## config.mk

```make
export PLATFORM = sky130hd
export DESIGN_NAME = linear_queue_sort_search_top
export DESIGN_NICKNAME = d
export VERILOG_FILES = /design/src/sv/lqss_pkg.sv /design/src/sv/lqss_ram.sv /design/src/sv/linear_queue_sort_search_top.sv
export SDC_FILE = /design/constraint.sdc
export NUM_CORES = 2
export LEC_CHECK = 0
export BUFFER_PORTS_ARGS = -buffer_cell sky130_fd_sc_hd__buf_2
export CAP_MARGIN = 10
export CORE_UTILIZATION = 40
export DETAILED_ROUTE_END_ITERATION = 7
export GPL_TIMING_DRIVEN = 0
export PLACE_DENSITY = 0.58
export SLEW_MARGIN = 20
export SYNTH_ARGS = -nofsm -noshare
export SYNTH_HDL_FRONTEND = slang
export SYNTH_SLANG_ARGS = --single-unit
```

## constraint.sdc

```tcl
create_clock -name clock -period 12.04 [get_ports clock]
set_input_delay 3.612 -clock clock [delete_from_list [all_inputs] [get_ports clock]]
set_output_delay 3.612 -clock clock [all_outputs]
set_load 0.02 [all_outputs]
```

## src/sv/lqss_pkg.sv

```systemverilog
// Package with types and constants for the linear queue with sort and search.
`timescale 1ns / 1ps
package lqss_pkg;
   localparam int Depth = 128;
   localparam int DataWidth = 32;
   localparam int SlotWidth = $clog2(Depth);

   typedef enum logic [1:0] {
      CMD_ENQ = 2'd0, CMD_DEQ = 2'd1, CMD_SORT = 2'd2, CMD_SEARCH = 2'd3
   } cmd_type;

   typedef enum logic [1:0] {
      ST_OK = 2'd0, ST_FULL = 2'd1, ST_EMPTY = 2'd2, ST_NOT_FOUND = 2'd3
   } status_type;

   typedef struct packed {
      logic [1:0]         cmd;
      logic signed [31:0] operand_value;
   } req_type;

   typedef struct packed {
      logic [1:0]         status;
      logic signed [31:0] removed_value;
      logic [6:0]         found_slot;
      logic               empty_now;
      logic               full_now;
   } rsp_type;
endpackage

```

## src/sv/lqss_ram.sv

```systemverilog
// Generic single-port RAM with registered read.
`timescale 1ns / 1ps
module lqss_ram #(
   parameter int Width = 32,
   parameter int Depth = 128
) (
   input  logic                     clock,
   input  logic                     wr_en,
   input  logic [$clog2(Depth)-1:0] addr,
   input  logic [Width-1:0]         wr_data,
   output logic [Width-1:0]         rd_data
);
   logic [Width-1:0] mem [Depth];

   always_ff @(posedge clock) begin
      if (wr_en) begin
         mem[addr] <= wr_data;
      end
      rd_data <= mem[addr];
   end
endmodule

```

## src/sv/linear_queue_sort_search_top.sv

```systemverilog
// Top level: command sequencer for the linear queue over one entry RAM.
//
//   channel | ports                 | direction | handshake
//   request | req_word, start, busy | in        | start && !busy
//   result  | rsp_word, rsp_strobe  | out       | one cycle strobe, no stall
//
// An enqueue goes from the accepting edge straight to the done state; a
// dequeue first passes through address, RAM read and capture. Search takes
// an address step and a compare step per entry examined. Sort is bubble
// sort with a read, read, compare sequence per pair and one more write step
// on a swap, n*(n-1)/2 compares for n entries. Reset is synchronous and
// clears the pointers; the RAM is not cleared. The result is shown for one
// cycle; busy stays high through that cycle, so the next word is taken in
// the cycle after the strobe.
`timescale 1ns / 1ps
module linear_queue_sort_search_top (
   input  logic             clock,
   input  logic             reset,
   input  logic             start,
   input  lqss_pkg::req_type req_word,
   output logic             busy,
   output logic             rsp_strobe,
   output lqss_pkg::rsp_type rsp_word
);
   localparam int SW = lqss_pkg::SlotWidth;
   localparam int DW = lqss_pkg::DataWidth;
   localparam logic [SW-1:0] LastSlot = SW'(lqss_pkg::Depth - 1);

   typedef enum logic [3:0] {
      S_IDLE, S_DEQ_RD, S_DEQ_WAIT, S_SRCH_RD, S_SRCH_CMP,
      S_SORT_RDA, S_SORT_RDB, S_SORT_CMP, S_SORT_WRB, S_DONE
   } state_type;

   state_type state_ff;
   logic [SW-1:0] head_ff, tail_ff, idx_ff, lim_ff;
   logic empty_ff;
   logic [DW-1:0] key_ff, a_ff;
   lqss_pkg::rsp_type rsp_ff;
   logic strobe_ff;

   logic ram_we;
   logic [SW-1:0] ram_addr;
   logic [DW-1:0] ram_wdata, ram_rdata;

   lqss_ram #(.Width(DW), .Depth(lqss_pkg::Depth)) u_ram (
      .clock(clock), .wr_en(ram_we), .addr(ram_addr),
      .wr_data(ram_wdata), .rd_data(ram_rdata)
   );

   logic full_w;
   assign full_w = !empty_ff && (tail_ff == LastSlot);

   // RAM port control per state.
   always_comb begin
      ram_we = 1'b0;
      ram_addr = idx_ff;
      ram_wdata = a_ff;
      unique case (state_ff)
         S_IDLE: begin
            if (start && !busy && req_word.cmd == lqss_pkg::CMD_ENQ && !full_w) begin
               ram_we = 1'b1;
               ram_addr = empty_ff ? '0 : tail_ff + SW'(1);
               ram_wdata = DW'(req_word.operand_value);
            end
         end
         S_DEQ_RD: ram_addr = head_ff;
         S_SORT_RDB: ram_addr = idx_ff + SW'(1);
         S_SORT_CMP: begin
            // Swap: write the lower slot now, the upper slot next cycle.
            if ($signed(a_ff) > $signed(ram_rdata)) begin
               ram_we = 1'b1;
               ram_wdata = ram_rdata;
            end
         end
         S_SORT_WRB: begin
            ram_we = 1'b1;
            ram_addr = idx_ff + SW'(1);
            ram_wdata = a_ff;
         end
         default: ;
      endcase
   end

   always_ff @(posedge clock) begin
      strobe_ff <= 1'b0;
      if (reset) begin
         state_ff <= S_IDLE;
         head_ff <= '0;
         tail_ff <= '0;
         empty_ff <= 1'b1;
      end else begin
         unique case (state_ff)
            S_IDLE: begin
               if (start && !busy) begin
                  key_ff <= DW'(req_word.operand_value);
                  rsp_ff <= '0;
                  idx_ff <= head_ff;
                  lim_ff <= tail_ff;
                  unique case (req_word.cmd)
                     lqss_pkg::CMD_ENQ: begin
                        if (full_w) begin
                           rsp_ff.status <= lqss_pkg::ST_FULL;
                        end else if (empty_ff) begin
                           head_ff <= '0;
                           tail_ff <= '0;
                           empty_ff <= 1'b0;
                        end else begin
                           tail_ff <= tail_ff + SW'(1);
                        end
                        state_ff <= S_DONE;
                     end
                     lqss_pkg::CMD_DEQ: begin
                        if (empty_ff) begin
                           rsp_ff.status <= lqss_pkg::ST_EMPTY;
                           state_ff <= S_DONE;
                        end else begin
                           state_ff <= S_DEQ_RD;
                        end
                     end
                     lqss_pkg::CMD_SORT: begin
                        state_ff <= (empty_ff || head_ff == tail_ff) ? S_DONE : S_SORT_RDA;
                     end
                     default: begin
                        if (empty_ff) begin
                           rsp_ff.status <= lqss_pkg::ST_NOT_FOUND;
                           state_ff <= S_DONE;
                        end else begin
                           state_ff <= S_SRCH_RD;
                        end
                     end
                  endcase
               end
            end
            S_DEQ_RD: state_ff <= S_DEQ_WAIT;
            S_DEQ_WAIT: begin
               rsp_ff.removed_value <= 32'(ram_rdata);
               if (head_ff == tail_ff) begin
                  head_ff <= '0;
                  tail_ff <= '0;
                  empty_ff <= 1'b1;
               end else begin
                  head_ff <= head_ff + SW'(1);
               end
               state_ff <= S_DONE;
            end
            S_SRCH_RD: state_ff <= S_SRCH_CMP;
            S_SRCH_CMP: begin
               if (ram_rdata == key_ff) begin
                  rsp_ff.found_slot <= 7'(idx_ff);
                  state_ff <= S_DONE;
               end else if (idx_ff == tail_ff) begin
                  rsp_ff.status <= lqss_pkg::ST_NOT_FOUND;
                  state_ff <= S_DONE;
               end else begin
                  idx_ff <= idx_ff + SW'(1);
                  state_ff <= S_SRCH_RD;
               end
            end
            S_SORT_RDA: state_ff <= S_SORT_RDB;
            S_SORT_RDB: begin
               a_ff <= ram_rdata;
               state_ff <= S_SORT_CMP;
            end
            S_SORT_CMP: begin
               if ($signed(a_ff) > $signed(ram_rdata)) begin
                  state_ff <= S_SORT_WRB;
               end else begin
                  idx_ff <= idx_ff + SW'(1);
                  state_ff <= (idx_ff + SW'(1) == lim_ff) ? S_DONE : S_SORT_RDA;
                  if (idx_ff + SW'(1) == lim_ff) begin
                     // End of a pass: start the next, one slot shorter.
                     idx_ff <= head_ff;
                     lim_ff <= lim_ff - SW'(1);
                     state_ff <= (lim_ff - SW'(1) == head_ff) ? S_DONE : S_SORT_RDA;
                  end
               end
            end
            S_SORT_WRB: begin
               idx_ff <= idx_ff + SW'(1);
               state_ff <= S_SORT_RDA;
               if (idx_ff + SW'(1) == lim_ff) begin
                  idx_ff <= head_ff;
                  lim_ff <= lim_ff - SW'(1);
                  state_ff <= (lim_ff - SW'(1) == head_ff) ? S_DONE : S_SORT_RDA;
               end
            end
            S_DONE: begin
               strobe_ff <= 1'b1;
               rsp_ff.empty_now <= empty_ff;
               rsp_ff.full_now <= full_w;
               state_ff <= S_IDLE;
            end
            default: state_ff <= S_IDLE;
         endcase
      end
   end

   // The strobe cycle still counts as busy, so a new word is taken in the cycle after it.
   assign busy = (state_ff != S_IDLE) || strobe_ff;
   assign rsp_strobe = strobe_ff;
   assign rsp_word = rsp_ff;
endmodule

```

==> flow_summary.ini <==
[setup_path]
crit_path_max_fanout = 11
crit_arrival_ns = 10.32
path_cells = buf_2 -> nor4b_4 -> o2111ai_2 -> o32a_1 -> o21ai_0 -> buf_2 -> buf_2 -> buf_2 -> buf_2 -> nand2_1 -> clkbuf_1 -> nor3_2 -> buf_4 -> buf_4 -> buf_4 -> buf_6
path_class = in2reg
cp_common_cell = buf_2
cp_data_required_time_ns = 12.74
r2r_end = u_ram.mem[48][17]
cp_slowest_cell = nor3_2
startpoint_type = input port
r2r_slack_ns = 4.64
rr_worst_depth = 15
crit_path_max_incr_delay_ns = 0.85
endpoint_kind = flip-flop
timing.rr.start = idx_ff[0]

[yosys]
synthArstFlopShare_pct = 0
dominantRegCellSynth = edfxtp_1
synth_top_area_cell = edfxtp_1
syn_nets = 11900
yosysMostFrequentCell = edfxtp_1
avgSynthCellArea_um2 = 14.3
synth_cells = 11800
synth_top_area_share_pct = 75.0
yosysSeqAreaShare_pct = 75.7
synth_edf_count = 4217
yosysWarningCount = 0
synthTopCellsByCount = 4217 x edfxtp_1, 2620 x nand2_1, 1044 x nand3_1, 778 x mux2i_1, 390 x o22ai_1
synth_area_leaders = edfxtp_1 75%, nand2_1 5.8%, mux2i_1 4.6%
ys_seq_elements = 4269
netlist_area_um2 = 169000
yosysUniqueCellTypes = 72

[routing]
wl_per_cell_um = 29.6
routed_wl_mm = 564
drc_errors = 0
ant_nets = 0
viasPerCell = 5.71
vias = 109000
drtIter0Drc = 14900
dr.pass1.iters = 6

[cts]
cts_setup_buffers = 0
clk_pin_slew_worst_paths_ns = 0.06
tritoncts = built
cts-hold-fix-buffers = 0
htree_levels = 5
cts.sinks = 4269
cts_buffer_depth = 4
root_buffer = clkbuf_16
cts_made_buffers = 438
cts.repair.resized = 0
clk_latency_ns = 1.01

[timing]
grt_setup_unrepaired = false
fin_crit_ns = 9.62
worst_slack_ns = 2.42
worst_pin_slew_ns = 1.37
max-slew-margin-rel_pct = 8.28
finalSetupTns_ns = 0
fin_worst_skew_ns = 0.0688
setup_viol = 0
drv_slew = 0
hold_viol = 0
min_period_over_period_pct = 79.9
fmax_mhz = 104

[flow_run]
drv_cap = 0

[power_and_ir_drop]
p_per_area_nw_per_um2 = 302
vdd_ir_drop_max_mv = 0.290
p_leak_nw = 70.5

[final_layout]
drive_gt1_share_pct = 15.0
area_delta_synth_final_pct = 18.7
fin_nets = 13100

[grt]
grt_pass1_vias = 103000
grt_pass1_wl_mm = 781
gr-usage-all-layers_pct = 25.9
grt_overflow_total = 0
grt_start_max_net_pins = 37
antenna_found_initial = 47

[floorplanning]
dieArea_um2 = 424000
num_rows = 238
core_um2 = 420000
start_util_pct = 40.2
pin_count = 82
fp.dieW_um = 652
die_h_um = 652

[placed_design]
pre_cts_slack_ns = 1.66
globalplace.congestion = 1.00
portBuffers = 80
hpwl_mm = 419

[worst_hold_path]
hold_path_startpoint = u_ram.rd_data[13]
min_path_type = reg2reg
hold-path-endpoint = a_ff[13]
holdPathStages = 0

[outcome]
status = finished, final reports clean
## critical path, delay by kind of cell
family                 cells  cell delay (ns)
AOI/OAI and AO/OA          3             0.80
buffers and inverters     10             3.90
and+or+nand+nor            3             1.88
## how the worst max path moves through the flow
stage | start | to | slack, ns | cells past startpoint
finish | req_word[33] | u_ram.mem[127][21] | 2.42 | 16
global route | req_word[33] | u_ram.mem[127][20] | 2.49 | 16
CTS | req_word[33] | u_ram.mem[127][21] | 2.70 | 16
detailed placement | req_word[33] | u_ram.mem[127][21] | 1.66 | 16
global placement | req_word[32] | u_ram.mem[78][13] | -11.79 | 6
floorplan | req_word[32] | u_ram.mem[0][1] | 0.83 | 6
## cell families after synthesis
family          count (synthesis)  synth area share (%)
compound gates               1443                  5.64
xor+xnor                       82                 0.426
fa+ha+maj                      36                 0.267
buf+inv                       844                  2.20
flops                        4269                  75.7
mux                           782                  4.64
simple gates                 4322                  11.2
## registers in the layout (all words and copies together) (netlist names)
signal,count
state_ff,4
lim_ff,7
head_ff,7
rsp_strobe,1
a_ff,32
tail_ff,7
empty_ff,1
idx_ff,7
rsp_word,43
u_ram.rd_data,32
key_ff,32
u_ram.mem,4096
## metrics by stage
step	hold slack, ns	cell area, um^2	std cells	utilization (%)	total power [mW]
floorplan	0.465	169000	11800	-	33.2
detailed placement	0.551	187000	18200	44.4	46.8
global route	0.578	200000	19100	47.7	62.1
global placement	0.550	176000	17500	41.9	46.2
finish	0.550	200000	19100	47.7	60.4
CTS	0.558	200000	19000	47.6	59.8
## report_power, final
group          switching (mW)  internal [mW]
Sequential              0.256           17.2
Clock                    5.82           7.28
Combinational            22.1           7.73
## layout make-up
type / count / area (um^2)
antenna: 26 / 65.1
buffer: 796 / 3570
clock buffer: 556 / 11500
clock inverter: 245 / 2120
fill: 36100 / 220000
inverter: 48 / 180
multi-input combinational: 6665 / 38600
sequential: 4269 / 128000
tap: 5640 / 7060
timing repair buffer: 824 / 9530
## per-layer routing
| metal | vias to the layer above | track usage [%] | share of wire [%] | wire [um] |
|---|---|---|---|---|
| li1 | 47200 | - | - | - |
| met1 | 55100 | 35.2 | 40 | 226000 |
| met2 | 5651 | 39.6 | 44 | 251000 |
| met3 | 949 | 5.59 | 10 | 57700 |
| met4 | 16 | 12.2 | 5.4 | 30300 |
| met5 | - | 0 | 0.020 | 114 |
## cell usage in the layout, fill, tap and decap left out, types with 133 or more instances in the layout
cell and count:
a21oi_1 283, buf_2 430, edfxtp_1 4217, nand4_1 147
mux2i_1 778, buf_16 134, nor3_2 133, clkbuf_1 449
nand2_1 2620, clkbuf_16 441, a22oi_1 156, o22ai_1 390
buf_4 483, nand3_1 1044
(Power assumes the default switching activity.)
